$ cat src/hdl/stbu_pkg.sv
// stbu_pkg: shared types, codes and sizes of the software timer bank
// used by stbu_cell and software_timer_bank_unit; depends on nothing
package stbu_pkg;

    localparam int NUM_SLOTS = 8;
    localparam int TIME_BITS = 24;

    localparam int TIME_W = TIME_BITS + 1;
    localparam int DIFF_W = ((TIME_BITS > 16) ? TIME_BITS : 16) + 2;
    localparam int DLY_W  = (TIME_BITS > 24) ? TIME_BITS : 24;
    localparam logic [DLY_W-1:0] TIME_MAX = DLY_W'((64'd1 << TIME_BITS) - 64'd1);
    localparam logic signed [DIFF_W-1:0] TIME_MIN = -(DIFF_W'(64'd1 << TIME_BITS));

    typedef enum logic [1:0] {
        K_TICK  = 2'd0,
        K_START = 2'd1,
        K_STOP  = 2'd2,
        K_NONE  = 2'd3
    } t_kind;

    typedef enum logic [1:0] {
        MODE_ONESHOT  = 2'd0,
        MODE_COUNT    = 2'd1,
        MODE_FOREVER  = 2'd2,
        MODE_RESERVED = 2'd3
    } t_mode;

    typedef enum logic [2:0] {
        EV_FIRED    = 3'd0,
        EV_STARTED  = 3'd1,
        EV_STOPPED  = 3'd2,
        EV_TICKDONE = 3'd3,
        EV_FULL     = 3'd4,
        EV_INACTIVE = 3'd5
    } t_event;

    typedef enum logic {
        ST_IDLE = 1'b0,
        ST_TICK = 1'b1
    } t_state;

    typedef struct packed {
        logic [1:0]  kind;
        logic [1:0]  mode;
        logic [23:0] delay;
        logic [15:0] repeat_count;
        logic [2:0]  slot;
    } t_in_word;

    typedef struct packed {
        logic [2:0] event_res;
        logic [2:0] slot_id;
        logic       last;
    } t_out_word;

    typedef struct packed {
        logic                 shift;
        logic                 visit;
        logic                 start;
        logic                 stop;
        logic [15:0]          step;
        logic [1:0]           mode;
        logic [TIME_BITS-1:0] delay;
        logic [15:0]          count;
    } t_cell_ctl;

    function automatic logic [TIME_BITS-1:0] sat_delay(input logic [23:0] d_in);
        logic [DLY_W-1:0] d;
        d = DLY_W'(d_in);
        if (d > TIME_MAX) begin
            d = TIME_MAX;
        end
        return TIME_BITS'(d);
    endfunction

endpackage

$ cat src/hdl/stbu_cell.sv
// stbu_cell: one timer slot of the chain, holds its state and passes the visit token
// depends on stbu_pkg
module stbu_cell (
    input  logic                i_clk,
    input  logic                i_rst_n,
    input  stbu_pkg::t_cell_ctl i_ctl,
    input  logic                i_sel,
    input  logic                i_tok,
    output logic                o_tok,
    input  logic                i_taken,
    output logic                o_taken,
    output logic                o_fire,
    output logic                o_take,
    output logic                o_hit
);
    import stbu_pkg::*;

    logic                     r_active, n_active;
    logic [1:0]               r_mode, n_mode;
    logic signed [TIME_W-1:0] r_time, n_time;
    logic [TIME_BITS-1:0]     r_reload, n_reload;
    logic [15:0]              r_firings, n_firings;
    logic                     r_tok;

    logic signed [DIFF_W-1:0] diff;
    logic signed [DIFF_W-1:0] diff_sat;
    logic signed [TIME_W-1:0] reload_t;
    logic                     le0;
    logic                     visit;

    assign o_tok   = r_tok;
    assign o_taken = i_taken | ~r_active;
    assign o_take  = i_ctl.start & ~r_active & ~i_taken;
    assign o_hit   = i_ctl.stop & i_sel & r_active;
    assign visit   = r_tok & i_ctl.visit & r_active;

    always_comb begin
        diff     = DIFF_W'(r_time) - DIFF_W'($signed({1'b0, i_ctl.step}));
        diff_sat = (diff < TIME_MIN) ? TIME_MIN : diff;
        le0      = (diff <= 0);
        reload_t = TIME_W'($signed({1'b0, r_reload}));

        n_active  = r_active;
        n_mode    = r_mode;
        n_time    = r_time;
        n_reload  = r_reload;
        n_firings = r_firings;
        o_fire    = 1'b0;

        if (visit) begin
            n_time = TIME_W'(diff_sat);
            case (r_mode)
                MODE_ONESHOT: begin
                    if (le0) begin
                        o_fire   = 1'b1;
                        n_active = 1'b0;
                    end
                end
                MODE_COUNT: begin
                    if (r_firings == 16'd0) begin
                        n_active = 1'b0;
                    end else if (le0) begin
                        o_fire    = 1'b1;
                        n_time    = reload_t;
                        n_firings = r_firings - 16'd1;
                    end
                end
                default: begin
                    if (le0) begin
                        o_fire = 1'b1;
                        n_time = reload_t;
                    end
                end
            endcase
        end

        if (o_take) begin
            n_active  = 1'b1;
            n_mode    = (i_ctl.mode == MODE_RESERVED) ? MODE_FOREVER : i_ctl.mode;
            n_time    = TIME_W'($signed({1'b0, i_ctl.delay}));
            n_reload  = i_ctl.delay;
            n_firings = i_ctl.count;
        end

        if (o_hit) begin
            n_active = 1'b0;
        end
    end

    always_ff @(posedge i_clk) begin
        if (!i_rst_n) begin
            r_active <= 1'b0;
            r_mode   <= 2'd0;
            r_tok    <= 1'b0;
        end else begin
            r_active <= n_active;
            r_mode   <= n_mode;
            if (i_ctl.shift) begin
                r_tok <= i_tok;
            end
        end
    end

    always_ff @(posedge i_clk) begin
        r_time    <= n_time;
        r_reload  <= n_reload;
        r_firings <= n_firings;
    end

endmodule

$ cat src/hdl/software_timer_bank_unit.sv
// software_timer_bank_unit: top level, a chain of stbu_cell slots with a tick sequencer
// and a registered result stage; depends on stbu_pkg and stbu_cell
//
// usage: an input word (kind tick, start or stop) is taken when i_in_valid is high
// and o_in_stall is low. results leave on the output channel, one word per
// accepted o_out_valid with i_out_stall low; the final word of each input has last set.
// start and stop give one registered result word in the cycle after acceptance; an input
// of kind three gives none. a tick hands a visit token down the slot chain, one slot per
// cycle while the receiver does not stall, emitting a fired word for each slot that fires,
// then a tick done word. o_in_stall stays high while a tick runs.
// a stalled receiver holds the result register and freezes the token walk until
// the word is taken. tick_step is written through i_cfg_valid / i_cfg_data
// (o_cfg_ready is always high) and resets to 256. after reset all slots are free.
module software_timer_bank_unit (
    input  logic                 i_clk,
    input  logic                 i_rst_n,
    input  logic                 i_in_valid,
    output logic                 o_in_stall,
    input  stbu_pkg::t_in_word   i_in_data,
    output logic                 o_out_valid,
    input  logic                 i_out_stall,
    output stbu_pkg::t_out_word  o_out_data,
    input  logic                 i_cfg_valid,
    output logic                 o_cfg_ready,
    input  logic [15:0]          i_cfg_data
);
    import stbu_pkg::*;

    t_state    r_state, n_state;
    logic      r_out_valid, n_out_valid;
    t_out_word r_out, n_out;
    logic [15:0] r_step;

    t_cell_ctl ctl;
    logic [NUM_SLOTS:0]   tok;
    logic [NUM_SLOTS:0]   taken;
    logic [NUM_SLOTS-1:0] fire;
    logic [NUM_SLOTS-1:0] take;
    logic [NUM_SLOTS-1:0] hit;
    logic [NUM_SLOTS-1:0] sel;

    logic       load_ok;
    logic       in_acc;
    logic       any_tok;
    logic       tick_adv;
    logic       tick_end;
    logic [2:0] fire_id;
    logic [2:0] take_id;

    assign o_cfg_ready = 1'b1;
    assign o_out_valid = r_out_valid;
    assign o_out_data  = r_out;
    assign tok[0]      = in_acc & (i_in_data.kind == K_TICK);
    assign taken[0]    = 1'b0;

    always_comb begin
        fire_id = 3'd0;
        take_id = 3'd0;
        for (int i = 0; i < NUM_SLOTS; i++) begin
            sel[i] = (32'(i_in_data.slot) == i);
            if (fire[i]) begin
                fire_id = 3'(i);
            end
            if (take[i]) begin
                take_id = 3'(i);
            end
        end
    end

    always_comb begin
        load_ok    = ~r_out_valid | ~i_out_stall;
        o_in_stall = ~((r_state == ST_IDLE) & load_ok);
        in_acc     = i_in_valid & ~o_in_stall;
        any_tok    = |tok[NUM_SLOTS:1];
        tick_adv   = (r_state == ST_TICK) & load_ok & any_tok;
        tick_end   = (r_state == ST_TICK) & load_ok & ~any_tok;

        ctl.shift = tick_adv | (in_acc & (i_in_data.kind == K_TICK));
        ctl.visit = tick_adv;
        ctl.start = in_acc & (i_in_data.kind == K_START);
        ctl.stop  = in_acc & (i_in_data.kind == K_STOP);
        ctl.step  = r_step;
        ctl.mode  = i_in_data.mode;
        ctl.delay = sat_delay(i_in_data.delay);
        ctl.count = i_in_data.repeat_count;

        n_state     = r_state;
        n_out_valid = load_ok ? 1'b0 : r_out_valid;
        n_out       = r_out;

        case (r_state)
            ST_IDLE: begin
                if (in_acc) begin
                    case (i_in_data.kind)
                        K_TICK: begin
                            n_state = ST_TICK;
                        end
                        K_START: begin
                            n_out_valid     = 1'b1;
                            n_out.event_res = taken[NUM_SLOTS] ? EV_STARTED : EV_FULL;
                            n_out.slot_id   = taken[NUM_SLOTS] ? take_id : 3'd0;
                            n_out.last      = 1'b1;
                        end
                        K_STOP: begin
                            n_out_valid     = 1'b1;
                            n_out.event_res = (|hit) ? EV_STOPPED : EV_INACTIVE;
                            n_out.slot_id   = i_in_data.slot;
                            n_out.last      = 1'b1;
                        end
                        default: begin
                            n_out_valid = 1'b0;
                        end
                    endcase
                end
            end
            ST_TICK: begin
                if (tick_adv && (|fire)) begin
                    n_out_valid     = 1'b1;
                    n_out.event_res = EV_FIRED;
                    n_out.slot_id   = fire_id;
                    n_out.last      = 1'b0;
                end else if (tick_end) begin
                    n_out_valid     = 1'b1;
                    n_out.event_res = EV_TICKDONE;
                    n_out.slot_id   = 3'd0;
                    n_out.last      = 1'b1;
                    n_state         = ST_IDLE;
                end
            end
            default: begin
                n_state = ST_IDLE;
            end
        endcase
    end

    for (genvar g = 0; g < NUM_SLOTS; g++) begin : g_cell
        stbu_cell u_cell (
            .i_clk   (i_clk),
            .i_rst_n (i_rst_n),
            .i_ctl   (ctl),
            .i_sel   (sel[g]),
            .i_tok   (tok[g]),
            .o_tok   (tok[g+1]),
            .i_taken (taken[g]),
            .o_taken (taken[g+1]),
            .o_fire  (fire[g]),
            .o_take  (take[g]),
            .o_hit   (hit[g])
        );
    end

    always_ff @(posedge i_clk) begin
        if (!i_rst_n) begin
            r_state     <= ST_IDLE;
            r_out_valid <= 1'b0;
            r_step      <= 16'd256;
        end else begin
            r_state     <= n_state;
            r_out_valid <= n_out_valid;
            if (i_cfg_valid && o_cfg_ready) begin
                r_step <= i_cfg_data;
            end
        end
    end

    always_ff @(posedge i_clk) begin
        r_out <= n_out;
    end

endmodule
$ cat config.mk
export PLATFORM = sky130hd
export DESIGN_NAME = software_timer_bank_unit
export DESIGN_NICKNAME = d
export VERILOG_FILES = /design/src/hdl/stbu_pkg.sv /design/src/hdl/stbu_cell.sv /design/src/hdl/software_timer_bank_unit.sv
export SDC_FILE = /design/constraint.sdc
export NUM_CORES = 2
export LEC_CHECK = 0
export ABC_AREA = 1
export BUFFER_PORTS_ARGS = -buffer_cell sky130_fd_sc_hd__buf_2
export CORE_MARGIN = 5
export CORE_UTILIZATION = 50
export CTS_CLUSTER_SIZE = 20
export DETAILED_ROUTE_END_ITERATION = 7
export PLACE_DENSITY_LB_ADDON = 0.12
export SYNTH_ARGS = -nofsm -noshare
export SYNTH_HDL_FRONTEND = slang
export SYNTH_HIERARCHICAL = 1
export SYNTH_SLANG_ARGS = --single-unit
$ cat constraint.sdc
create_clock -name i_clk -period 5.3 [get_ports i_clk]
set_clock_uncertainty 0.1 [all_clocks]
set_input_delay 0.265 -clock i_clk [delete_from_list [all_inputs] [get_ports i_clk]]
set_output_delay 0.265 -clock i_clk [all_outputs]
set_load 0.01 [all_outputs]
==> results.ini <==
[status]
outcome = complete, no violations

[drt]
vias = 37900
viasPerCell = 5.32
dr.pass1.iters = 6
drt-total-wl_um = 134000
avgRoutedWirePerCell_um = 18.8
ant_nets = 0
drc = 0
drt-initial-drc-count = 3550

[pwr]
p_leak_uw = 0.0212
power_uw = 11600
power_density_nw_per_um2 = 245
vdd_ir_drop_max_v = 0.000253

[worst_hold_path]
hp-class = in -> reg

[sta]
hold-worst-slack_ns = 0.0392
fmax_ghz = 0.212
setup_tns_ns = 0
slew_headroom_pct = 15.4
fin_crit_ns = 4.73
setup_viol = 0
rsz0062_at_grt = false
worstMarginPinSlew_ns = 1.27
fin_crit_sh_pct = 89.2
drv_slew = 0
finalHoldViolCount = 0

[yosys]
synthCells = 5850
synth_area_leaders = edfxtp_1 (36%), nand2_1 (13%), inv_1 (8.7%), nand3_1 (5.7%), nor2_1 (5.7%)
synth_ff_type = edfxtp_1
synth_area_per_cell_um2 = 7.36
syn_nets = 6066
synth-seq-area-share_pct = 38.9
yosysWarnings = 6
ys_ff_latch = 577
async_flop_share_pct = 0
synth-edff-count = 519
netlist_area_um2 = 43100
synth_area_leader_cell = edfxtp_1
ys_types = 48
synth_top_area_share_pct = 36.2

[floorplan]
core.rowCount = 107
dieHeight_um = 304
io_pins = 78
core_area_um2 = 85300
die_x_um = 304
dieArea_um2 = 92100
initial_utilization_pct = 50.5

[place]
place_congestion = 0.966
numPortBuffers = 76
hpwlAfterDp_um = 96100
dpl-instance-area_um2 = 44300

[clock_tree]
clk_path_buf_depth = 3
cts_tree = yes
numCtsBuffers = 72
cts_num_sinks = 577
post_cts_buffers = 0
clk_pin_slew_worst_paths_ns = 0.06
worstSkewPairLatency_ns = 0.64
root_buffer = clkbuf_16
htree_levels = 3

[final_layout]
fin_area_um2 = 47100
final_nets = 6144
syn_to_final_growth_pct = 9.31
drive_gt1_share_pct = 12.6
n_fill_cell = 8222

[worst_setup_path]
cp.arrival_ns = 4.97
critPathCaptureType = flip-flop
required_ns = 5.55
critical_path_class = reg -> reg
cp_max_fo = 26
worst_setup_path_start_kind = flip-flop

[global_routing]
grt-ovfl-total = 0
grt_use_total_pct = 28.6
antenna_found_initial = 5
grt_pass1_wl_um = 203000
grt_max_degree = 71
grt_pass1_vias = 34900

[flow_run]
drv_cap = 0

==> state kept, by name, summed over array words and instances (netlist names) <==
| register | cells |
|---|---|
| g_cell.u_cell/r_time | 200 |
| g_cell.u_cell/r_reload | 192 |
| g_cell.u_cell/r_firings | 128 |
| g_cell.u_cell/r_mode | 16 |
| r_step | 16 |
| g_cell.u_cell/o_tok | 8 |
| g_cell.u_cell/r_active | 8 |
| o_out_data | 7 |
| o_out_valid | 1 |
| r_state | 1 |
==> layer usage <==
metal	routed length (µm)	GRT usage, %	vias to the layer above
li1	-	-	18900
met1	61800	41.3	17500
met2	56900	43.6	1287
met3	11400	6.10	184
met4	4110	7.84	6
met5	41	0	-
==> worst paths after layout <==
path / startpoint / end / slack (ns) / cells past startpoint
worst max-delay path: r_step[5]$_SDFFE_PN0P_ / o_out_data[5]$_DFFE_PP_ / 0.57 / 25
worst min-delay path: i_cfg_valid / r_step[14]$_SDFFE_PN0P_ / 0.04 / 3
worst max register to register: r_step[5]$_SDFFE_PN0P_ / o_out_data[5]$_DFFE_PP_ / 0.57 / 25
worst min register to register: g_cell[6].u_cell/o_tok$_SDFFE_PN0P_ / g_cell[7].u_cell/o_tok$_SDFFE_PN0P_ / 0.37 / 2
==> area by class of cell <==
cell class / instances / area, µm² / share of cell area [%]
tap: 1144 / 1430 / 3.04
timing repair buffer: 175 / 1210 / 2.57
antenna: 1 / 2.50 / 0.00531
multi-input combinational: 4058 / 21400 / 45.4
clock buffer: 100 / 2050 / 4.36
clock inverter: 34 / 362 / 0.768
sequential: 577 / 16700 / 35.6
inverter: 1044 / 3920 / 8.33
==> cells in the final DEF, fill, tap and decap left out, types with 35 or more instances in the layout <==
master | netlist | routed
ha_1 | 140 | 140
inv_1 | 995 | 992
nand4_1 | 68 | 68
nor2_1 | 656 | 656
nor2_2 | 43 | 43
edfxtp_1 | 519 | 519
dlygate4sd3_1 | 0 | 35
nor3_1 | 62 | 62
nand2_2 | 62 | 62
a21oi_1 | 173 | 173
inv_2 | 48 | 50
xnor2_1 | 66 | 66
buf_2 | 21 | 76
buf_4 | 25 | 64
clkbuf_16 | 0 | 75
nand3_1 | 492 | 484
o21ai_0 | 169 | 165
nand3_2 | 98 | 106
nand3b_1 | 111 | 111
a31oi_1 | 41 | 41
nand2_1 | 1542 | 1542
dfxtp_1 | 58 | 58
a21oi_2 | 144 | 144
==> through the flow <==
| step | setup slack [ns] | util, % | cells |
|---|---|---|---|
| global placement | 0.717 | 52.0 | 6963 |
| finish | 0.573 | 55.2 | 7133 |
| detailed placement | 0.694 | 52.0 | 6963 |
| global route | 0.233 | 55.2 | 7132 |
| floorplan | 1.23 | - | 5850 |
| CTS | 0.674 | 55.2 | 7132 |
==> cells in the mapped netlist, types with 9 or more instances <==
cell type  number
nand2_1      1542
inv_1         995
nor2_1        656
edfxtp_1      519
nand3_1       492
a21oi_1       173
o21ai_0       169
a21oi_2       144
ha_1          140
nand3b_1      111
nand3_2        98
clkbuf_1       83
nand4_1        68
xnor2_1        66
nand2_2        62
nor3_1         62
dfxtp_1        58
inv_2          48
nor2_2         43
a31oi_1        41
xor2_1         34
nand3b_2       27
buf_6          26
buf_4          25
buf_2          21
nor3_2         21
or2_2          16
nor2_4         15
nand2_4        12
nor4_1         11
o21ai_1        11
o211ai_1        9
==> power by group <==
part           total (µW)  internal [µW]  switching, µW
combinational        1480            490            994
sequential           5040           4990           52.8
clock                5030           2980           2050
total               11600           8450           3100
==> worst max-delay path, stage by stage, from the launching register on <==
cell and delay (ns):
dfxtp_1 0.84, inv_1 0.12, ha_1 0.44, nand2_1 0.13
nor2_1 0.15, nand2_1 0.10, nand3_2 0.12, nand2_1 0.06
nand2_1 0.10, nand2_1 0.06, nor2_1 0.09, nand2_1 0.08
nor2_2 0.12, nand2_2 0.07, nor2_4 0.10, nand2_4 0.08
nand2_8 0.20, inv_2 0.07, nor3_1 0.51, inv_1 0.17
nand2_1 0.10, nor3_1 0.06, nand2_1 0.14, nand2_4 0.08
a21oi_1 0.14, buf_4 0.18
==> cell families after synthesis <==
| kind of cell | after synthesis | synth area share [%] |
|---|---|---|
| AOI/OAI and AO/OA | 557 | 7.96 |
| buffers and inverters | 1215 | 11.6 |
| and+or+nand+nor | 3248 | 34.9 |
| xor gates and xnor gates | 103 | 2.15 |
| adders and majority gates | 148 | 4.44 |
| DFF | 577 | 38.9 |
| other | 2 | 0.0174 |
==> what timing repair did <==
action / 4_1_cts / 5_1_grt
resized for setup: 0 / 0
hold buffers: 35 / 0
hold endpoints to repair: 52 / 0
Note: power is estimated with default switching activity, not from simulation.
